==> config.mk <==
export PLATFORM = sky130hd
export DESIGN_NAME = swp_scan
export DESIGN_NICKNAME = d
export VERILOG_FILES = /design/src/sv/assert_macros.svh /design/src/sv/swp_pkg.sv /design/src/sv/swp_scan.sv
export SDC_FILE = /design/constraint.sdc
export NUM_CORES = 1
export LEC_CHECK = 0
export BUFFER_PORTS_ARGS = -buffer_cell sky130_fd_sc_hd__buf_2
export CORE_UTILIZATION = 33
export DETAILED_ROUTE_END_ITERATION = 10
export PLACE_DENSITY_LB_ADDON = 0.05
export SLEW_MARGIN = 40
export SYNTH_ARGS = -nofsm -noshare
export SYNTH_HDL_FRONTEND = slang
export SYNTH_SLANG_ARGS = --single-unit
export TNS_END_PERCENT = 30
==> constraint.sdc <==
create_clock -name clk -period 2.8 [get_ports clk]
set_input_delay 0.14 -clock clk [delete_from_list [all_inputs] [get_ports clk]]
set_output_delay 0.14 -clock clk [all_outputs]
set_load 0.02 [all_outputs]
==> src/sv/assert_macros.svh <==
// Assertion macros used by the top-level RTL file of the percentile block.
`ifndef ASSERT_MACROS_SVH
`define ASSERT_MACROS_SVH
`ifndef SYNTHESIS
// Same-cycle implication, sampled on clk, off while rst_n is low.
`define SWP_ASSERT_IMP(lbl, ante, cons, msg) \
  lbl: assert property (@(posedge clk) disable iff (!rst_n) (ante) |-> (cons)) else $error(msg);
// Next-cycle implication, sampled on clk, off while rst_n is low.
`define SWP_ASSERT_NXT(lbl, ante, cons, msg) \
  lbl: assert property (@(posedge clk) disable iff (!rst_n) (ante) |=> (cons)) else $error(msg);
`else
`define SWP_ASSERT_IMP(lbl, ante, cons, msg)
`define SWP_ASSERT_NXT(lbl, ante, cons, msg)
`endif
`endif

==> src/sv/swp_pkg.sv <==
// Package: shared constants, opcodes and control types of the percentile block.
package swp_pkg;

  localparam int unsigned WINDOW_DEF      = 8192;
  localparam int unsigned SAMPLE_BITS_DEF = 32;

  localparam int unsigned OP_W        = 1;
  localparam int unsigned SMP_IN_W    = 32;
  localparam int unsigned PCT_W       = 10;
  localparam int unsigned VAL_W       = 32;
  localparam int unsigned CNT_OUT_W   = 14;
  localparam int unsigned TENTHS_FULL = 1000;

  typedef enum logic [OP_W-1:0] {
    OP_RECORD = 1'b0,
    OP_QUERY  = 1'b1
  } op_t;

  // Controls from the sequencer to the scan accumulator.
  typedef struct packed {
    logic clr_cnt;
    logic clr_max;
    logic acc;
    logic upd_max;
  } scan_ctrl_t;

endpackage

==> src/sv/swp_scan.sv <==
// Scan accumulator: counts samples under the current prefix with the probed bit clear, tracks max.
module swp_scan #(
  parameter int unsigned SAMPLE_BITS = 32,
  parameter int unsigned CNT_W       = 14
) (
  input  logic                        clk,
  input  swp_pkg::scan_ctrl_t         ctrl,
  input  logic [SAMPLE_BITS-1:0]      rd_data,
  input  logic [SAMPLE_BITS-1:0]      prefix,
  input  logic [SAMPLE_BITS-1:0]      hi_mask,
  input  logic [SAMPLE_BITS-1:0]      bit_sel,
  output logic [CNT_W-1:0]            zero_cnt,
  output logic [SAMPLE_BITS-1:0]      max_val
);
  import swp_pkg::*;

  logic [CNT_W-1:0]       cnt_r, cnt_nxt;
  logic [SAMPLE_BITS-1:0] max_r, max_nxt;
  logic                   hit;

  assign hit = (((rd_data ^ prefix) & hi_mask) == '0) && ((rd_data & bit_sel) == '0);

  always_comb begin
    cnt_nxt = cnt_r;
    max_nxt = max_r;
    if (ctrl.clr_cnt) begin
      cnt_nxt = '0;
    end else if (ctrl.acc && hit) begin
      cnt_nxt = cnt_r + 1'b1;
    end
    if (ctrl.clr_max) begin
      max_nxt = '0;
    end else if (ctrl.acc && ctrl.upd_max && (rd_data > max_r)) begin
      max_nxt = rd_data;
    end
  end

  always_ff @(posedge clk) begin
    cnt_r <= cnt_nxt;
    max_r <= max_nxt;
  end

  assign zero_cnt = cnt_r;
  assign max_val  = max_r;

endmodule

==> impl_results.html, run 1 <==
<table>
<tr><th>Metric</th><th>Value</th></tr>
<tr><th colspan="2">Logic synthesis</th></tr>
<tr><td>Avg Inst Size Synth</td><td>8.295 um^2</td></tr>
<tr><td>Cell type with the highest aggregate area in the netlist</td><td>dfxtp_1</td></tr>
<tr><td>Async set or reset register ratio after synthesis</td><td>0%</td></tr>
<tr><td>Top_reg_cell synth</td><td>dfxtp_1</td></tr>
<tr><td>Number of enable-type register cells in the synthesized netlist</td><td>0</td></tr>
<tr><td>Number of warnings reported in the yosys synthesis log</td><td>0</td></tr>
<tr><td>Area of the mapped netlist</td><td>3832 um^2</td></tr>
<tr><td>Count of different cell masters after synthesis</td><td>37</td></tr>
<tr><td>Count of state elements after synthesis</td><td>46</td></tr>
<tr><td>Part of the Yosys area used for sequential elements</td><td>24.03%</td></tr>
<tr><td>Most area-consuming cells after synthesis</td><td>dfxtp_1 (24%), ha_1 (11%), nand2b_1 (9.8%), mux2i_1 (8.4%), xor2_1 (7.3%)</td></tr>
<tr><td>Synthesized netlist net count</td><td>628</td></tr>
<tr><td>Top-area cell type share of the netlist area</td><td>24.03%</td></tr>
<tr><td>Synthesized netlist cell count</td><td>462</td></tr>
<tr><th colspan="2">GRT</th></tr>
<tr><td>Global-route wire length before repair</td><td>20.82 mm</td></tr>
<tr><td>Overall fraction of global-route tracks in use</td><td>23.55%</td></tr>
<tr><td>Number of global-route vias before repair</td><td>3883</td></tr>
<tr><td>Largest net degree at the start of global routing</td><td>65</td></tr>
<tr><td>Number of antenna violations at the first check in global routing</td><td>0</td></tr>
<tr><td>GRT Residual Overflow</td><td>0</td></tr>
<tr><th colspan="2">Setup path</th></tr>
<tr><td>Req. time, crit path</td><td>3.02 ns</td></tr>
<tr><td>Kind of end point of the critical path</td><td>register</td></tr>
<tr><td>Slack of the worst reg-to-reg path</td><td>0.21 ns</td></tr>
<tr><td>Worst-case reg-to-reg path depth</td><td>9</td></tr>
<tr><td>Category of the critical setup timing path</td><td>reg2reg</td></tr>
<tr><td>CP Launch Type</td><td>register</td></tr>
<tr><td>Maximum net fanout on the critical path</td><td>8</td></tr>
<tr><td>Worst setup path start</td><td>max_val[14]</td></tr>
<tr><td>CP Data Arrival Time</td><td>2.82 ns</td></tr>
<tr><td>Critical register-to-register path endpoint</td><td>max_val[12]</td></tr>
<tr><td>Last element of the critical path</td><td>max_val[12]</td></tr>
<tr><td>Reg-to-reg critical path startpoint</td><td>max_val[14]</td></tr>
<tr><th colspan="2">Clock network</th></tr>
<tr><td>Post-CTS setup-driven buffer insertion count</td><td>0</td></tr>
<tr><td>Number of buffers between clock root and the deepest sink</td><td>2</td></tr>
<tr><td>Clock network latency to the later pin of the worst-skew pair</td><td>0.29 ns</td></tr>
<tr><td>Hold_buf cts</td><td>0</td></tr>
<tr><td>TritonCTS clock tree</td><td>built</td></tr>
<tr><td>Clock Sinks</td><td>46</td></tr>
<tr><td>CTS H-tree lvls</td><td>2</td></tr>
<tr><td>Post-CTS Resized</td><td>0</td></tr>
<tr><td>Register clock-pin slew on the reported worst setup and hold paths</td><td>0.07 ns</td></tr>
<tr><td>Clock Root Buffer</td><td>clkbuf_16</td></tr>
<tr><td>Number of clock buffers inserted by TritonCTS</td><td>5</td></tr>
<tr><th colspan="2">STA</th></tr>
<tr><td>Skew final</td><td>0.003970 ns</td></tr>
<tr><td>Worst Tran Pin Value</td><td>0.4862 ns</td></tr>
<tr><td>Fin Setup TNS</td><td>0 ns</td></tr>
<tr><td>Highest attainable clock frequency</td><td>0.3855 GHz</td></tr>
<tr><td>RSZ-0062 raised after global routing</td><td>false</td></tr>
<tr><td>Fraction of the cycle the final worst path needs</td><td>92.64%</td></tr>
<tr><td>Number of pins with negative max-slew slack in the final report</td><td>0</td></tr>
<tr><td>Number of setup violations in the final report</td><td>0</td></tr>
<tr><td>Fin. Hold Viols</td><td>0</td></tr>
<tr><td>Setup ws final</td><td>0.2060 ns</td></tr>
<tr><td>Worst slew margin relative to its limit</td><td>67.31%</td></tr>
<tr><td>Period minus WS final</td><td>2.594 ns</td></tr>
<tr><th colspan="2">Layout</th></tr>
<tr><td>Footprint of the multi-input gates</td><td>2725 um^2</td></tr>
<tr><td>Area growth from synthesis to layout</td><td>31.77%</td></tr>
<tr><td>Filler cells</td><td>1130</td></tr>
<tr><td>Most common cell after layout, fill and taps aside</td><td>buf_2</td></tr>
<tr><td>Total inserted antenna cells</td><td>0</td></tr>
<tr><td>Commonest non-fill, non-tap cells in the layout</td><td>buf_2 (177), nand2b_1 (60), dfxtp_1 (46)</td></tr>
<tr><td>Fraction of final layout cells sized beyond drive strength 1</td><td>32.50%</td></tr>
<tr><td>Layout Cell Area excl Fill</td><td>5050 um^2</td></tr>
<tr><td>Footprint of the flip-flops and latches</td><td>920.9 um^2</td></tr>
<tr><td>Post-route insts no fill</td><td>777</td></tr>
<tr><td>Final layout net count</td><td>802</td></tr>
<tr><th colspan="2">Routing</th></tr>
<tr><td>Final antenna-violating net count</td><td>0</td></tr>
<tr><td>Number of remaining DRC errors</td><td>0</td></tr>
<tr><td>DRT Pass-1 Iters</td><td>4</td></tr>
<tr><td>Routed vias/inst</td><td>5.192</td></tr>
<tr><td>Vias</td><td>4034</td></tr>
<tr><td>Routed length per placed instance</td><td>17.98 um</td></tr>
<tr><td>Number of design-rule violations left by the first detailed-router iteration</td><td>189</td></tr>
<tr><td>Drt total wl</td><td>13.97 mm</td></tr>
<tr><th colspan="2">Placed design</th></tr>
<tr><td>DP Area</td><td>4891 um^2</td></tr>
<tr><td>Final HPWL from detailed placement</td><td>11.70 mm</td></tr>
<tr><td>Number of port buffers</td><td>178</td></tr>
<tr><td>Weighted congestion reported at the end of routability-driven placement</td><td>0.9317</td></tr>
<tr><td>Pre-CTS WS</td><td>0.1574 ns</td></tr>
<tr><td>Number of cells after detailed placement</td><td>769</td></tr>
<tr><th colspan="2">Run</th></tr>
<tr><td>Reported max-cap violation count</td><td>0</td></tr>
<tr><th colspan="2">Floorplanning</th></tr>
<tr><td>Die width</td><td>109.8 um</td></tr>
<tr><td>Placeable core area</td><td>11080 um^2</td></tr>
<tr><td>Die height</td><td>109.8 um</td></tr>
<tr><td>Die area</td><td>12050 um^2</td></tr>
<tr><td>Initial core utilization</td><td>34.59%</td></tr>
<tr><td>Rows</td><td>38</td></tr>
<tr><td>Io pins</td><td>179</td></tr>
<tr><th colspan="2">Power</th></tr>
<tr><td>Power consumption</td><td>1.865 mW</td></tr>
<tr><td>P per Cell Area</td><td>369.2 nW/um^2</td></tr>
<tr><td>Lkg Pwr</td><td>2.240 nW</td></tr>
<tr><td>Largest vdd supply drop</td><td>208.3 uV</td></tr>
<tr><th colspan="2">Outcome</th></tr>
<tr><td>Status</td><td>finished clean</td></tr>
<tr><th colspan="2">Min path</th></tr>
<tr><td>Worst min-delay path category</td><td>in2reg</td></tr>
</table>
synthesized netlist by cell type, drive strengths merged, types with 7 or more instances:
library cell  number
mux2               8
nor4               9
dfxtp             46
or4                7
nor2              15
clkbuf            11
xor2              32
nor2b              8
nand3             15
a22oi             36
nand2             27
inv               36
nand4             21
ha                33
mux2i             32
a21oi             20
nand2b            60
worst min-delay path by stage:
| stage | startpoint | to | depth (start not counted) |
|---|---|---|---|
| 4_1_cts | rd_data[13] | max_val[13] | 3 |
| 6_report | rd_data[13] | max_val[13] | 3 |
| 2_1_floorplan | rd_data[13] | max_val[13] | 2 |
| 5_1_grt | rd_data[24] | max_val[24] | 3 |
| 3_5_place_dp | rd_data[13] | max_val[13] | 3 |
| 3_3_place_gp | rd_data[29] | max_val[29] | 3 |
metal layers:
metal	wire length [um]	vias to the layer above	part of all wire, %	track usage, %
met2	6316	141	45	38.45
met4	389	0	2.8	8.000
met3	853	24	6.1	3.320
met5	0	-	0	0
li1	-	2013	-	-
met1	6407	1856	46	31.61
final cells by class:
type / count / area share [%]
Timing Repair Buffer: 183 / 18.68
Multi-Input combinational cell: 364 / 53.96
Inverter: 36 / 2.676
Clock inverter: 3 / 0.4955
Sequential cell: 46 / 18.24
Tap cell: 140 / 3.469
Clock buffer: 5 / 2.478
worst max-delay path: stages (launching register included):
cell	delay (ns)
dfxtp_1	0.35
inv_1	0.05
ha_1	0.32
nand4_1	0.18
nor4_2	0.37
a21boi_0	0.22
o31ai_1	0.15
a31oi_4	0.38
buf_4	0.29
mux2i_1	0.21
sequential cells by signal, summed over array words and instances, names as in the netlist:
register,count
zero_cnt,14
max_val,32
through the flow:
stage | utilization [%] | hold WS [ns]
2_1_floorplan | - | 0.2953
3_3_place_gp | 44.15 | 0.4531
3_5_place_dp | 44.15 | 0.4621
4_1_cts | 45.50 | 0.1545
5_1_grt | 45.58 | 0.1641
6_report | 45.58 | 0.1584
power by group:
part / internal [mW] / switching (mW)
Sequential: 0.677 / 0.0184
Clock: 0.337 / 0.292
Combinational: 0.235 / 0.305
cell families after synthesis:
group           count (synthesis)  synth area share (%)
simple gates                  180                 27.06
compound gates                 79                 14.69
buf+inv                        52                 5.420
flops                          46                 24.03
mux                            40                 10.71
fa+ha+maj                      33                 10.77
xor+xnor                       32                 7.313
Note: power is estimated with default switching activity, not from simulation.
==> run 2: changes to the inputs <==
MAX_ROUTING_LAYER = met4   (was default)
SETUP_SLACK_MARGIN = 0.5   (was default)
==> impl_results.html, run 2 (synthesis gave the netlist of run 1 again) <==
<table>
<tr><th>Metric</th><th>Value</th></tr>
<tr><th colspan="2">Clock network</th></tr>
<tr><td>TritonCTS clock tree</td><td>built (unchanged)</td></tr>
<tr><td>Clock Sinks</td><td>46 (unchanged)</td></tr>
<tr><td>Number of clock buffers inserted by TritonCTS</td><td>5 (unchanged)</td></tr>
<tr><td>Clock network latency to the later pin of the worst-skew pair</td><td>0.30 ns (was 0.29 ns)</td></tr>
<tr><td>CTS H-tree lvls</td><td>2 (unchanged)</td></tr>
<tr><td>Clock Root Buffer</td><td>clkbuf_16 (unchanged)</td></tr>
<tr><td>Register clock-pin slew on the reported worst setup and hold paths</td><td>0.07 ns (about the same)</td></tr>
<tr><td>Number of buffers between clock root and the deepest sink</td><td>2 (unchanged)</td></tr>
<tr><td>Hold_buf cts</td><td>0 (unchanged)</td></tr>
<tr><th colspan="2">Layout</th></tr>
<tr><td>Footprint of the multi-input gates</td><td>2815 um^2 (was 2725 um^2)</td></tr>
<tr><td>Filler cells</td><td>1111 (was 1130)</td></tr>
<tr><td>Final layout net count</td><td>814 (was 802)</td></tr>
<tr><td>Footprint of the flip-flops and latches</td><td>934.6 um^2 (was 920.9 um^2)</td></tr>
<tr><td>Fraction of final layout cells sized beyond drive strength 1</td><td>37.13% (was 32.50%)</td></tr>
<tr><td>Max FFs per register</td><td>32 (unchanged)</td></tr>
<tr><td>Area growth from synthesis to layout</td><td>39.50% (was 31.77%)</td></tr>
<tr><td>Final cell utilization of the core</td><td>48.26% (was 45.58%)</td></tr>
<tr><td>Layout Cell Area excl Fill</td><td>5346 um^2 (was 5050 um^2)</td></tr>
<tr><td>Commonest non-fill, non-tap cells in the layout</td><td>buf_2 (177), nand2b_1 (60), dfxtp_1 (35) (was buf_2 (177), nand2b_1 (60), dfxtp_1 (46))</td></tr>
<tr><td>Post-route insts no fill</td><td>790 (was 777)</td></tr>
<tr><td>Most common cell after layout, fill and taps aside</td><td>buf_2 (unchanged)</td></tr>
<tr><th colspan="2">Min path</th></tr>
<tr><td>Worst min-delay path category</td><td>in2reg (unchanged)</td></tr>
<tr><th colspan="2">Routing</th></tr>
<tr><td>Vias</td><td>4217 (was 4034)</td></tr>
<tr><td>Number of design-rule violations left by the first detailed-router iteration</td><td>178 (was 189)</td></tr>
<tr><td>Drt total wl</td><td>15.18 mm (was 13.97 mm)</td></tr>
<tr><td>Routed vias/inst</td><td>5.338 (was 5.192)</td></tr>
<tr><td>DRT Pass-1 Iters</td><td>5 (was 4)</td></tr>
<tr><td>Number of remaining DRC errors</td><td>0 (unchanged)</td></tr>
<tr><td>Routed length per placed instance</td><td>19.22 um (was 17.98 um)</td></tr>
<tr><td>Final antenna-violating net count</td><td>0 (unchanged)</td></tr>
<tr><th colspan="2">Setup path</th></tr>
<tr><td>CP Data Arrival Time</td><td>2.53 ns (was 2.82 ns)</td></tr>
<tr><td>Req. time, crit path</td><td>2.98 ns (was 3.02 ns)</td></tr>
<tr><td>Maximum net fanout on the critical path</td><td>8 (unchanged)</td></tr>
<tr><td>Category of the critical setup timing path</td><td>reg2reg (unchanged)</td></tr>
<tr><td>CP Launch Type</td><td>register (unchanged)</td></tr>
<tr><td>Kind of end point of the critical path</td><td>register (unchanged)</td></tr>
<tr><th colspan="2">Power</th></tr>
<tr><td>Largest vdd supply drop</td><td>337.2 uV (was 208.3 uV)</td></tr>
<tr><td>Internal Power</td><td>1.369 mW (was 1.249 mW)</td></tr>
<tr><td>Power consumption</td><td>2.006 mW (was 1.865 mW)</td></tr>
<tr><td>Fraction of power consumed by combinational cells</td><td>29.8% (was 29.0%)</td></tr>
<tr><td>Sequential power share</td><td>34.7% (was 37.3%)</td></tr>
<tr><td>Switching power share of the total</td><td>31.79% (was 33.04%)</td></tr>
<tr><td>Clock power frac</td><td>35.5% (was 33.7%)</td></tr>
<tr><td>P per Cell Area</td><td>375.3 nW/um^2 (was 369.2 nW/um^2)</td></tr>
<tr><td>Lkg Pwr</td><td>2.353 nW (was 2.240 nW)</td></tr>
<tr><td>Power dissipated by switching net loads</td><td>637.8 uW (was 616.0 uW)</td></tr>
<tr><th colspan="2">Placed design</th></tr>
<tr><td>Weighted congestion reported at the end of routability-driven placement</td><td>0.9723 (was 0.9317)</td></tr>
<tr><td>Number of cells after detailed placement</td><td>767 (was 769)</td></tr>
<tr><td>Final HPWL from detailed placement</td><td>11.83 mm (was 11.70 mm)</td></tr>
<tr><td>DP Area</td><td>4883 um^2 (was 4891 um^2)</td></tr>
<tr><td>Number of port buffers</td><td>178 (unchanged)</td></tr>
<tr><td>Pre-CTS WS</td><td>0.2758 ns (was 0.1574 ns)</td></tr>
<tr><th colspan="2">GRT</th></tr>
<tr><td>Largest net degree at the start of global routing</td><td>65 (unchanged)</td></tr>
<tr><td>Number of antenna violations at the first check in global routing</td><td>0 (unchanged)</td></tr>
<tr><td>Number of global-route vias before repair</td><td>4104 (was 3883)</td></tr>
<tr><td>Global-route wire length before repair</td><td>22.56 mm (was 20.82 mm)</td></tr>
<tr><td>Overall fraction of global-route tracks in use</td><td>26.58% (was 23.55%)</td></tr>
<tr><td>GRT Residual Overflow</td><td>0 (unchanged)</td></tr>
<tr><th colspan="2">STA</th></tr>
<tr><td>Worst Tran Pin Value</td><td>0.4918 ns (was 0.4862 ns)</td></tr>
<tr><td>Number of setup violations in the final report</td><td>0 (unchanged)</td></tr>
<tr><td>Fin Setup TNS</td><td>0 ns (unchanged)</td></tr>
<tr><td>Post-Route Hold Slack</td><td>0.1600 ns (was 0.1584 ns)</td></tr>
<tr><td>Skew final</td><td>0.006942 ns (was 0.003970 ns)</td></tr>
<tr><td>RSZ-0062 raised after global routing</td><td>true (was false)</td></tr>
<tr><td>Fin. Hold Viols</td><td>0 (unchanged)</td></tr>
<tr><td>Worst slew margin relative to its limit</td><td>67.21% (was 67.31%)</td></tr>
<tr><td>Fraction of the cycle the final worst path needs</td><td>83.60% (was 92.64%)</td></tr>
<tr><td>Period minus WS final</td><td>2.341 ns (was 2.594 ns)</td></tr>
<tr><td>Highest attainable clock frequency</td><td>0.4272 GHz (was 0.3855 GHz)</td></tr>
<tr><td>Setup ws final</td><td>0.4592 ns (was 0.2060 ns)</td></tr>
<tr><td>Number of pins with negative max-slew slack in the final report</td><td>0 (unchanged)</td></tr>
<tr><th colspan="2">Floorplanning</th></tr>
<tr><td>Die width</td><td>109.8 um (unchanged)</td></tr>
<tr><td>Initial core utilization</td><td>34.59% (unchanged)</td></tr>
<tr><td>Io pins</td><td>179 (unchanged)</td></tr>
<tr><td>Die height</td><td>109.8 um (unchanged)</td></tr>
<tr><td>Rows</td><td>38 (unchanged)</td></tr>
<tr><td>Die area</td><td>12050 um^2 (unchanged)</td></tr>
<tr><td>Placeable core area</td><td>11080 um^2 (unchanged)</td></tr>
<tr><th colspan="2">Outcome</th></tr>
<tr><td>Status</td><td>finished clean (unchanged)</td></tr>
<tr><th colspan="2">Run</th></tr>
<tr><td>Reported max-cap violation count</td><td>0 (unchanged)</td></tr>
</table>
-- run 2: path summary, 6_finish.rpt --
check | cells after the start | from | to | slack, ns
hold / removal | 3 | rd_data[24] | max_val[24] | 0.16
setup reg to reg | 10 | max_val[15] | max_val[18] | 0.46
setup / recovery | 10 | max_val[15] | max_val[18] | 0.46
hold reg to reg | 2 | max_val[6] | max_val[6] | 0.48
-- run 2: what timing repair did --
action / in CTS / in global routing
endpoints found under the hold margin: 0 / 0
setup buffers: 11 / 0
pin swaps: 8 / 2
cloned: 3 / 0
setup endpoints to repair: 32 / 34
gates resized for setup: 25 / 2
-- run 2: final cells by class --
class                           instances  area share (%)
Inverter                               36           2.528
Clock buffer                            5           2.340
Clock inverter                          3          0.8425
Multi-Input combinational cell        364           52.66
Sequential cell                        46           17.48
Tap cell                              140           3.276
Antenna cell                            1         0.04681
Timing Repair Buffer                  195           20.83
-- run 2: power by group through the flow --
| stage | clock [mW] | combinational [mW] | sequential [mW] |
|---|---|---|---|
| final | 0.713 | 0.597 | 0.697 |
| after global routing | 0.752 | 0.651 | 0.700 |
| after CTS | 0.724 | 0.593 | 0.697 |
| after detailed placement | 0 | 0.536 | 0.712 |
| after global placement | 0 | 0.531 | 0.711 |
| after floorplan | 0 | 0.256 | 0.737 |
-- run 2: routing by layer --
metal	global-route usage [%]	vias to the layer above	part of all wire, %
met4	8.476	0	2.5
met1	32.36	1972	43
met2	44.16	177	47
met5	-	-	0
met3	5.039	27	7.3
li1	-	2041	-
-- run 2: critical path, stage by stage, from the launching register on --
cell and delay (ns):
dfxtp_2 0.34, inv_1 0.04, ha_1 0.29, nand4_1 0.14, nor2_1 0.06, a221o_1 0.39, o31ai_4 0.35, a31oi_4 0.17
buf_12 0.19, buf_16 0.15, mux2i_1 0.11
