--- config.mk ---
export PLATFORM = sky130hd
export DESIGN_NAME = swp_kdiv
export DESIGN_NICKNAME = d
export VERILOG_FILES = /design/src/sv/assert_macros.svh /design/src/sv/swp_pkg.sv /design/src/sv/swp_kdiv.sv
export SDC_FILE = /design/constraint.sdc
export NUM_CORES = 1
export LEC_CHECK = 0
export ABC_AREA = 1
export BUFFER_PORTS_ARGS = -buffer_cell sky130_fd_sc_hd__buf_2
export CAP_MARGIN = 20
export CELL_PAD_IN_SITES_DETAIL_PLACEMENT = 0
export CELL_PAD_IN_SITES_GLOBAL_PLACEMENT = 1
export CORE_ASPECT_RATIO = 1.5
export CORE_MARGIN = 2
export CORE_UTILIZATION = 25
export DETAILED_ROUTE_END_ITERATION = 16
export GPL_TIMING_DRIVEN = 1
export PLACE_DENSITY_LB_ADDON = 0.1
export SYNTH_ARGS = -nofsm -noshare
export SYNTH_HDL_FRONTEND = slang
export SYNTH_SLANG_ARGS = --single-unit
--- constraint.sdc ---
create_clock -name clk -period 7.1 [get_ports clk]
set_clock_uncertainty 0.15 [all_clocks]
set_input_delay 2.13 -clock clk [delete_from_list [all_inputs] [get_ports clk]]
set_output_delay 2.13 -clock clk [all_outputs]
set_load 0.02 [all_outputs]
--- src/sv/assert_macros.svh ---
// Assertion macros used by the top-level RTL file of the percentile block.
`ifndef ASSERT_MACROS_SVH
`define ASSERT_MACROS_SVH
`ifndef SYNTHESIS
// Same-cycle implication, sampled on clk, off while rst_n is low.
`define SWP_ASSERT_IMP(lbl, ante, cons, msg) \
  lbl: assert property (@(posedge clk) disable iff (!rst_n) (ante) |-> (cons)) else $error(msg);
// Next-cycle implication, sampled on clk, off while rst_n is low.
`define SWP_ASSERT_NXT(lbl, ante, cons, msg) \
  lbl: assert property (@(posedge clk) disable iff (!rst_n) (ante) |=> (cons)) else $error(msg);
`else
`define SWP_ASSERT_IMP(lbl, ante, cons, msg)
`define SWP_ASSERT_NXT(lbl, ante, cons, msg)
`endif
`endif

--- src/sv/swp_pkg.sv ---
// Package: shared constants, opcodes and control types of the percentile block.
package swp_pkg;

  localparam int unsigned WINDOW_DEF      = 8192;
  localparam int unsigned SAMPLE_BITS_DEF = 32;

  localparam int unsigned OP_W        = 1;
  localparam int unsigned SMP_IN_W    = 32;
  localparam int unsigned PCT_W       = 10;
  localparam int unsigned VAL_W       = 32;
  localparam int unsigned CNT_OUT_W   = 14;
  localparam int unsigned TENTHS_FULL = 1000;

  typedef enum logic [OP_W-1:0] {
    OP_RECORD = 1'b0,
    OP_QUERY  = 1'b1
  } op_t;

  // Controls from the sequencer to the scan accumulator.
  typedef struct packed {
    logic clr_cnt;
    logic clr_max;
    logic acc;
    logic upd_max;
  } scan_ctrl_t;

endpackage

--- src/sv/swp_kdiv.sv ---
// Rank unit: k = tenths * n1 / 1000 as a registered multiply, then a reciprocal multiply.
module swp_kdiv #(
  parameter int unsigned CNT_W  = 14,
  parameter int unsigned PROD_W = swp_pkg::PCT_W + CNT_W
) (
  input  logic                     clk,
  input  logic                     rst_n,
  input  logic                     start,
  input  logic [swp_pkg::PCT_W-1:0] tenths,
  input  logic [CNT_W-1:0]         n1,
  output logic                     busy,
  output logic [PROD_W-1:0]        quotient
);
  import swp_pkg::*;

  // floor(p / 1000) == (p * RECIP) >> SHIFT for every p below 2**PROD_W:
  // RECIP * 1000 - 2**SHIFT stays under 1000, which is below 2**(SHIFT - PROD_W).
  localparam int unsigned        SHIFT   = PROD_W + 10;
  localparam int unsigned        RECIP_W = PROD_W + 1;
  localparam int unsigned        FULL_W  = PROD_W + RECIP_W;
  localparam longint unsigned    RECIP   = ((64'd1 << SHIFT) + TENTHS_FULL - 1) / TENTHS_FULL;
  localparam logic [RECIP_W-1:0] RECIP_C = RECIP_W'(RECIP);

  logic              busy_r, busy_nxt;
  logic [PROD_W-1:0] prod_r, prod_nxt;
  logic [PROD_W-1:0] quo_r, quo_nxt;
  logic [FULL_W-1:0] scaled;

  assign scaled = {{RECIP_W{1'b0}}, prod_r} * {{PROD_W{1'b0}}, RECIP_C};

  // Busy for the one cycle between the product and the quotient.
  always_comb begin
    busy_nxt = start;
    prod_nxt = prod_r;
    quo_nxt  = quo_r;
    if (start) begin
      prod_nxt = PROD_W'(PROD_W'(tenths) * PROD_W'(n1));
    end else if (busy_r) begin
      quo_nxt = PROD_W'(scaled >> SHIFT);
    end
  end

  always_ff @(posedge clk) begin
    if (!rst_n) begin
      busy_r <= 1'b0;
    end else begin
      busy_r <= busy_nxt;
    end
  end

  always_ff @(posedge clk) begin
    prod_r <= prod_nxt;
    quo_r  <= quo_nxt;
  end

  assign busy     = busy_r;
  assign quotient = quo_r;

endmodule

==> results of run 1 <==
## per-stage QoR
stage          cell area [um2]  setup WS, ps
3_3_place_gp             17370         58.29
2_1_floorplan            16010         403.2
3_5_place_dp             17370         38.10
5_1_grt                  17540         204.7
4_1_cts                  17540         370.6
6_report                 17540         401.7
## flip-flops by register name (all words and copies together), names as in the netlist
| name | count |
|---|---|
| busy | 1 |
| prod_r | 24 |
| quotient | 15 |
## critical path, cell delays in order
cell and delay [ps]:
buf_2 240, nand2_1 120, fa_1 540, inv_1 50
fa_1 500, inv_1 60, fa_1 480, fa_1 490
inv_1 50, fa_1 470, ha_1 400, a21oi_1 260
buf_4 160, o21ai_0 160, a21o_1 200, nand2_1 50
nand3_1 80, xor2_1 150
## layout by cell type (no fill, tap or decap), types with 9 or more instances in the layout
cell	instances
inv_1	577
nand2_1	335
ha_1	314
fa_1	269
nor2_1	86
a21oi_1	80
buf_2	42
nand3_1	40
o21ai_0	39
edfxtp_1	39
buf_4	35
nand4_1	16
xor2_1	14
o21bai_1	12
nor3_1	10
conb_1	9
## synth_stat cells (2+ instances only)
cell       number
inv_1         577
nand2_1       335
ha_1          314
fa_1          269
nor2_1         87
a21oi_1        80
nand3_1        40
edfxtp_1       39
o21ai_0        39
clkbuf_1       24
nand4_1        16
xor2_1         14
o21bai_1       12
nor3_1         10
buf_4           9
nand2_2         7
xnor2_1         7
o21a_1          6
a21o_1          5
nor2_2          4
nor3_2          3
a31oi_1         2
and2_1          2
inv_2           2
o2111ai_1       2
o211ai_1        2
o21ai_1         2
## kinds of logic (layout without fill, tap and decap cells)
logic type / after synthesis / count (layout) / synth area share [%]
AO/OA/AOI/OAI: 155 / 155 / 5.419
XOR/XNOR: 21 / 21 / 1.151
adder cells (fa/ha/maj): 583 / 583 / 58.29
buffers and inverters: 612 / 666 / 14.59
flip-flops: 40 / 40 / 7.454
other: 1 / 9 / 0.02347
AND/OR/NAND/NOR: 509 / 509 / 13.08
## metal layers
| metal | up-vias | routed length [um] |
|---|---|---|
| li1 | 5887 | - |
| met1 | 5885 | 17830 |
| met5 | - | 0 |
| met4 | 0 | 994 |
| met3 | 32 | 666 |
| met2 | 100 | 29890 |
## how the worst min path moves through the flow
stage | start | endpoint | slack [ps]
finish | busy | quotient[14] | 660
global route | busy | quotient[14] | 700
CTS | busy | quotient[14] | 680
detailed placement | busy | quotient[13] | 670
global placement | busy | quotient[14] | 660
floorplan | prod_r[23] | quotient[13] | 570
## area by class of cell
| class | instances | area, um2 | share of cell area (%) |
|---|---|---|---|
| Timing Repair Buffer | 79 | 513.0 | 2.924 |
| Clock buffer | 5 | 125.1 | 0.7133 |
| Clock inverter | 3 | 42.54 | 0.2425 |
| Sequential cell | 40 | 1191 | 6.790 |
| Inverter | 579 | 2173 | 12.39 |
| Multi-Input combinational cell | 1277 | 12490 | 71.20 |
| Tap cell | 805 | 1007 | 5.742 |
==> reports/qor.csv, run 1 <==
stage,metric,value,unit
outcome,run_status,finished clean,
worst_setup_path,critPathMaxFanout,10,
worst_setup_path,crit-reg2reg-launch,prod_r[20],
die,die_area,0.06600,mm2
worst_setup_path,cp-end-kind,register,
worst_setup_path,worst_r2r_path_depth,20,
die,core_area,0.06334,mm2
yosys,netlist.area_leader.share,33.70,%
clock_tree,cts_bufs_inserted,5,
global_routing,grt_max_degree,27,
placement,placement.io_buffers,42,
global_routing,grt.met3_usage,1.049,%
timing,rsz0062_at_grt,no,
timing,final-setup-viol-count,0,
final_layout,num-nets-final,2592,
timing,timing.final.crit_period,6698,ps
die,chipHeight,313.6,um
detailed_routing,drtPass1Iterations,4,
detailed_routing,vias,11900,
yosys,syn_inst,1921,
yosys,yosys_cell_types,39,
worst_setup_path,ff2ff_setup_slack,730,ps
worst_setup_path,critPathRequiredTime,7010,ps
yosys,leading_area_contributor_after_synthesis,fa_1,
yosys,synth.yosys.seq_area_share,7.454,%
detailed_routing,remaining_drc_errors,0,
yosys,synth_seq_cells,40,
worst_setup_path,crit_path_start,n1[7],
placement,dpl.cell_count,2780,
clock_tree,post_cts_buffers,0,
worst_setup_path,critical_path.startpoint_type,input pin,
clock_tree,cts_tree,done,
timing,finalHoldWorstSlack,656.3,ps
die,chipWidth,210.4,um
hold_path,timing.hold.worst_path_depth,3,
global_routing,antenna_found_initial,0,
clock_tree,h-tree-depth,2,
yosys,post_synth_arst_share,0,%
global_routing,gr-usage-all-layers,15.64,%
detailed_routing,antenna_violating_nets_post_route,0,
detailed_routing,viasPerCell,4.270,
job,maxCapViolCount,0,
global_routing,grt-busiest-layer,met2,
worst_setup_path,crit_type,in2reg,
final_layout,layout-drive-gt1-share,5.446,%
final_layout,diodes,0,
timing,final_min_period_over_clock_period,94.34,%
final_layout,fin_cells,2788,
global_routing,number_of_global_route_vias_before_repair,13400,
global_routing,met2_usage,33.96,%
hold_path,min_path_type,reg2reg,
timing,worst_slew_pin_slew,855.0,ps
yosys,syn-mean-instance-area,8.318,um2
detailed_routing,detail_route.wl_per_cell,17.71,um
yosys,ys_dominant_reg_cell,edfxtp_1,
yosys,netlist_top_cells_area,"fa_1 (34%), ha_1 (25%), inv_1 (14%), nand2_1 (7.9%), edfxtp_1 (7.3%)",
yosys,synth_edf_count,39,
die,initial_core_utilization,25.23,%
clock_tree,clkTransAtPathRegs,80,ps
timing,hold_violations,0,
placement,dp_hpwl,45080,um
die,rows,113,
final_layout,final_util,27.69,%
clock_tree,post_cts.resized_instances,0,
yosys,yosys_warnings,0,
timing,finalSetupTns,0,ps
clock_tree,cts_hold_repair.buffers,0,
timing,final-max-slew-violation-count,0,
timing,max-slew-margin-rel,43.00,%
timing,maxClockFrequency,0.1493,GHz
worst_setup_path,worstReg2RegEnd,quotient[8],
detailed_routing,postRouteWirelength,49380,um
global_routing,grt_pass1_wl,76970,um
final_layout,fill_cells,7025,
clock_tree,cts-root-to-sink-buffers,2,
detailed_routing,detailedRoute.firstIterationViolations,328,
global_routing,global_route.usage.met1,15.69,%
placement,globalplace.congestion,0.8314,
clock_tree,ctsRootBufferMaster,clkbuf_16,
yosys,mappedNetlistArea,0.01598,mm2
die,top_level_ports,52,
final_layout,area_growth_syn_to_layout,9.780,%
worst_setup_path,worst_setup_path_endpoint,prod_r[21],
worst_setup_path,endpoint_arrival_time_on_the_critical_path,6600,ps
clock_tree,cts.sinks,40,
clock_tree,worst_skew_pair.late_latency,320,ps
global_routing,overflow,0,
Power of run 1 is not shown: default switching activity piles up to over one toggle a cycle in this logic, so the estimate is an artifact.
==> inputs of run 2 (changes only) <==
ABC_AREA = default   (was 1)
==> reports/qor.csv, run 2 <==
stage,metric,value,unit,change
outcome,run_status,finished clean,,
detailed_routing,wl_met2,22750,um,-24%
detailed_routing,antenna_violating_nets_post_route,0,,unchanged
clock_tree,ctsRootBufferMaster,clkbuf_16,,
detailed_routing,remaining_drc_errors,0,,unchanged
clock_tree,h-tree-depth,2,,unchanged
timing,maxClockFrequency,0.1445,GHz,-3.2%
timing,final-max-slew-violation-count,0,,unchanged
timing,hold_violations,0,,unchanged
yosys,synth_seq_cells,40,,unchanged
die,top_level_ports,52,,unchanged
final_layout,flip_flop_count_of_the_largest_register_after_layout,24,,unchanged
detailed_routing,postRouteWirelength,39180,um,-21%
worst_setup_path,critPathBufInv,7,,+2
placement,dp_hpwl,35380,um,-22%
worst_setup_path,critPathMaxFanout,9,,-1
yosys,synth_edf_count,39,,unchanged
detailed_routing,vias,10030,,-16%
yosys,synth.yosys.seq_area_share,8.053,%,+0.60 points
worst_setup_path,crit_path_cell_trace,"buf_2, buf_4, buf_4, and2_1, fa_1, inv_1, fa_1, fa_1, inv_1, fa_1, inv_1, fa_1, inv_1, ha_1, a21o_1, o311a_1, or3_1, xor2_1",,
final_layout,layout_common_cells,"inv_1 (458), ha_1 (313), fa_1 (269)",,
die,rows,109,,-3.5%
placement,place_ws,-339.2,ps,-377.3 ps
final_layout,final_util,28.64,%,+0.94 points
clock_tree,cts_bufs_inserted,5,,unchanged
die,die_area,0.06116,mm2,-7.3%
yosys,mappedNetlistArea,0.01479,mm2,-7.4%
clock_tree,cts.sinks,40,,unchanged
global_routing,grt_pass1_wl,62260,um,-19%
timing,final_min_period_over_clock_period,97.46,%,+3.1 points
timing,timing.final.crit_period,6920,ps,+221.7 ps
final_layout,registers.top_by_ff_count,prod_r,,
worst_setup_path,critical_path.startpoint_type,input pin,,
timing,max-slew-margin-rel,51.81,%,+8.8 points
detailed_routing,detail_route.wl_per_cell,16.16,um,-8.8%
yosys,yosys_warnings,0,,unchanged
hold_path,min_path_type,reg2reg,,
yosys,synth.most_common_cell,inv_1,,
detailed_routing,detail_route.wirelength.met1,15550,um,-13%
detailed_routing,drtPass1Iterations,6,,+2
timing,worst_slew_pin_slew,722.9,ps,-132.1 ps
yosys,yosys_cell_types,59,,+51%
global_routing,gr-usage-all-layers,13.43,%,-2.2 points
detailed_routing,dr.max_layer_used,met4,,
detailed_routing,wl_met3,412,um,-38%
worst_setup_path,cell_class_contributing_the_biggest_share_of_worst_path_delay,adder cells,,
detailed_routing,viasPerCell,4.136,,-3.1%
global_routing,antenna_found_initial,0,,unchanged
yosys,leading_area_contributor_after_synthesis,fa_1,,
final_layout,num-nets-final,2257,,-13%
detailed_routing,detailedRoute.firstIterationViolations,224,,-32%
worst_setup_path,endpoint_arrival_time_on_the_critical_path,6820,ps,+220 ps
clock_tree,cts_tree,done,,
placement,placement.io_buffers,42,,unchanged
worst_setup_path,critical_path.max_stage_delay,530,ps,about the same
yosys,syn_inst,1520,,-21%
clock_tree,clkTransAtPathRegs,80,ps,about the same
worst_setup_path,crit_top_cell,fa_1,,
global_routing,grt_max_degree,21,,-22%
yosys,synth.top_cells.by_count,"inv_1 (458), ha_1 (314), fa_1 (269)",,
die,core_area,0.05878,mm2,-7.2%
yosys,netlist.area_leader.share,36.41,%,+2.7 points
timing,final-setup-viol-count,0,,unchanged
die,chipWidth,202.6,um,-3.7%
worst_setup_path,critPathRequiredTime,7000,ps,about the same
job,maxCapViolCount,0,,unchanged
die,chipHeight,301.9,um,-3.7%
global_routing,overflow,0,,unchanged
clock_tree,worst_skew_pair.late_latency,320,ps,about the same
global_routing,number_of_global_route_vias_before_repair,11340,,-15%
final_layout,area_taken_by_multi_input_logic_gates,0.01181,mm2,-5.5%
final_layout,diodes,0,,unchanged
worst_setup_path,crit_type,in2reg,,
final_layout,final_common_cell,inv_1,,
worst_setup_path,crit_slowest_cell,fa_1,,
timing,final.setup.worst_slack,180.0,ps,-221.7 ps
final_layout,layout-drive-gt1-share,10.62,%,+5.2 points
clock_tree,cts-root-to-sink-buffers,2,,unchanged
yosys,post_synth_arst_share,0,%,unchanged
placement,globalplace.congestion,0.7643,,-8.1%
die,initial_core_utilization,25.16,%,-0.065 points
yosys,netlist_top_cells_area,"fa_1 (36%), ha_1 (27%), inv_1 (12%), edfxtp_1 (7.9%), and2_1 (3.1%)",,
final_layout,area_growth_syn_to_layout,13.81,%,
yosys,ys_dominant_reg_cell,edfxtp_1,,
yosys,syn-mean-instance-area,9.731,um2,+17%
final_layout,seqCellArea,0.001191,mm2,unchanged
worst_setup_path,cp-end-kind,register,,
final_layout,fill_cells,6323,,-10%
## run 2: worst reg2reg max path, cell delays in order (launching register included)
cell	delay (ps)
edfxtp_1	520
fa_1	580
inv_1	50
fa_1	530
inv_1	40
ha_1	260
inv_1	50
fa_1	490
fa_1	540
inv_1	60
fa_1	470
inv_1	50
fa_1	470
inv_1	40
ha_1	320
and4_4	220
and3_4	180
a221oi_2	370
a211oi_4	160
o2111ai_2	320
a21oi_2	130
or3_1	380
xor2_1	150
## run 2: area by class of cell
type	instances	share of cell area [%]
Tap cell	777	5.775
Multi-Input combinational cell	998	70.13
Clock inverter	2	0.08919
Sequential cell	40	7.076
Clock buffer	6	0.8250
Inverter	458	10.21
Timing Repair Buffer	144	5.894
## run 2: final timing paths
| check | from | endpoint | slack (ps) | cells past startpoint |
|---|---|---|---|---|
| setup / recovery | tenths[4] | prod_r[18] | 180 | 18 |
| hold / removal | prod_r[23] | quotient[13] | 660 | 2 |
| setup reg to reg | prod_r[15] | quotient[10] | 330 | 22 |
| hold reg to reg | prod_r[23] | quotient[13] | 660 | 2 |
## run 2: kinds of logic after synthesis
kind of cell / count (synthesis) / synth area share, %
flops: 40 / 8.053
simple gates: 251 / 8.637
xor+xnor: 25 / 1.480
other cells: 1 / 0.02535
buf+inv: 490 / 12.66
compound gates: 130 / 6.167
fa+ha+maj: 583 / 62.97
## run 2: per-layer routing
layer  up-vias  GRT usage (%)
li1       4923              -
met1      5033          14.93
met2        57          27.75
met3        17         0.6680
met4         0          2.642
met5         -              0
## run 2: metrics by stage
step	hold slack, ps	instance area (um2)	cells	TNS [ps]
floorplan	556.2	14870	1528	0
global placement	654.0	16650	2417	-1606
detailed placement	657.1	16650	2417	-1736
CTS	677.2	16810	2425	0
global route	709.7	16830	2425	-10.74
finish	660.5	16830	2425	0
## run 2: what timing repair did
action	in CTS	in global routing
gates resized for setup	0	9
buffers inserted	0	0
hold buffers	0	0
setup endpoints to repair	0	9
Power of run 2 is left out for the same reason.
==> inputs of run 3 (changes only) <==
CTS_BUF_LIST = sky130_fd_sc_hd__clkbuf_4 sky130_fd_sc_hd__clkbuf_8   (was default)
==> reports/qor.csv, run 3 (synthesis results as in run 2) <==
stage,metric,value,unit,change
clock_tree,cts_bufs_inserted,5,,unchanged
global_routing,overflow,0,,unchanged
final_layout,design_area,0.01677,mm2,-0.39%
detailed_routing,vias,10030,,-0.020%
clock_tree,cts-root-to-sink-buffers,2,,unchanged
final_layout,registers.top_by_ff_count,prod_r,,
timing,final-setup-viol-count,0,,unchanged
die,core_area,0.05878,mm2,unchanged
worst_setup_path,worst_r2r_path_depth,22,,unchanged
global_routing,grt_max_degree,21,,unchanged
die,die_area,0.06116,mm2,unchanged
die,chipWidth,202.6,um,unchanged
detailed_routing,drtPass1Iterations,6,,unchanged
job,maxCapViolCount,0,,unchanged
final_layout,flip_flop_count_of_the_largest_register_after_layout,24,,unchanged
worst_setup_path,worstReg2RegEnd,quotient[10],,
final_layout,fill_cells,6328,,+0.079%
worst_setup_path,endpoint_arrival_time_on_the_critical_path,6820,ps,about the same
placement,place_ws,-339.2,ps,unchanged
placement,placement.io_buffers,42,,unchanged
timing,worst_slew_pin_slew,730.4,ps,+7.581 ps
placement,dp_hpwl,35380,um,unchanged
placement,dpl.cell_count,2417,,unchanged
clock_tree,clkTransAtPathRegs,110,ps,+30 ps
global_routing,number_of_global_route_vias_before_repair,11340,,+0.053%
worst_setup_path,critical_path.startpoint_type,input pin,,
final_layout,num-nets-final,2257,,unchanged
global_routing,grt_pass1_wl,62180,um,-0.12%
final_layout,layout-drive-gt1-share,10.62,%,unchanged
clock_tree,cts_tree,done,,
worst_setup_path,critPathMaxFanout,9,,unchanged
global_routing,gr-usage-all-layers,13.39,%,-0.044 points
detailed_routing,antenna_violating_nets_post_route,0,,unchanged
die,chipHeight,301.9,um,unchanged
placement,dpl-instance-area,0.01665,mm2,unchanged
timing,maxClockFrequency,0.1449,GHz,+0.26%
worst_setup_path,cp-end-kind,register,,
final_layout,layout_common_cells,"inv_1 (458), ha_1 (313), fa_1 (269)",,
worst_setup_path,crit-reg2reg-launch,prod_r[15],,
global_routing,antenna_found_initial,1,,+1
final_layout,final_common_cell,inv_1,,
detailed_routing,postRouteWirelength,39140,um,about the same
final_layout,fin_cells,2426,,+0.041%
clock_tree,ctsRootBufferMaster,clkbuf_8,,
final_layout,area_growth_syn_to_layout,13.37,%,
timing,rsz0062_at_grt,no,,
clock_tree,h-tree-depth,2,,unchanged
timing,final_min_period_over_clock_period,97.21,%,-0.25 points
timing,final.setup.worst_slack,198.1,ps,+18.05 ps
timing,final-max-slew-violation-count,0,,unchanged
worst_setup_path,crit_type,in2reg,,
die,top_level_ports,52,,unchanged
worst_setup_path,crit_path_start,tenths[4],,
detailed_routing,detail_route.wl_per_cell,16.13,um,-0.14%
detailed_routing,viasPerCell,4.134,,about the same
die,rows,109,,unchanged
detailed_routing,detailedRoute.firstIterationViolations,236,,+5.4%
placement,globalplace.congestion,0.7643,,unchanged
hold_path,min_path_type,reg2reg,,
clock_tree,cts_hold_repair.buffers,0,,unchanged
clock_tree,cts.sinks,40,,unchanged
die,initial_core_utilization,25.16,%,unchanged
worst_setup_path,ff2ff_setup_slack,310,ps,-20 ps
timing,timing.final.crit_period,6902,ps,-18.05 ps
timing,finalSetupTns,0,ps,unchanged
worst_setup_path,worst_setup_path_endpoint,prod_r[18],,
outcome,run_status,finished clean,,
detailed_routing,remaining_drc_errors,0,,unchanged
timing,hold_violations,0,,unchanged
clock_tree,worst_skew_pair.late_latency,340,ps,+20 ps
worst_setup_path,critPathRequiredTime,7020,ps,+20 ps
timing,max-slew-margin-rel,51.30,%,-0.51 points
==> run 3: worst min path at each step <==
stage | start | to | slack (ps) | cells past startpoint
CTS | prod_r[23] | quotient[13] | 690 | 2
floorplan | prod_r[23] | quotient[13] | 560 | 1
detailed placement | prod_r[23] | quotient[13] | 660 | 2
global placement | prod_r[23] | quotient[13] | 650 | 2
finish | prod_r[23] | quotient[13] | 660 | 2
global route | prod_r[23] | quotient[13] | 720 | 2
==> run 3: final cells by class <==
type	instances	area, um2	share of cell area, %
timing repair buffer	144	988.4	5.895
antenna	1	2.502	0.01492
inverter	458	1719	10.25
clock buffer	6	82.58	0.4925
multi-input combinational	998	11800	70.36
clock inverter	2	15.01	0.08954
sequential	40	1191	7.103
tap	777	972.2	5.798
==> run 3: per-layer routing <==
metal | track usage, % | vias up | part of all wire, %
li1 | - | 4926 | -
met1 | 14.92 | 5037 | 40
met2 | 27.76 | 50 | 58
met3 | 0.6356 | 15 | 0.72
met4 | 2.381 | 0 | 1.0
met5 | 0 | - | 0
==> run 3: critical path, stage by stage <==
cell and delay (ps):
buf_2 100, buf_4 170, buf_4 170, and2_1 170, fa_1 530, inv_1 50, fa_1 490, fa_1 490
inv_1 50, fa_1 470, inv_1 50, fa_1 470, inv_1 40, ha_1 310, a21o_1 220, o311a_1 390
or3_1 360, xor2_1 150
==> run 3: repair_timing <==
item | CTS | global route
gates resized for setup | 0 | 6
hold endpoints to repair | 0 | 0
endpoints found under the setup margin | 0 | 5
setup buffers | 0 | 0
==> run 3: through the flow <==
stage               utilization (%)  hold slack [ps]
CTS                           28.50            687.2
detailed placement            28.33            657.1
global route                  28.53            719.7
floorplan                         -            556.2
global placement              28.33            654.0
finish                        28.53            664.4
Power of run 3 is left out for the same reason.
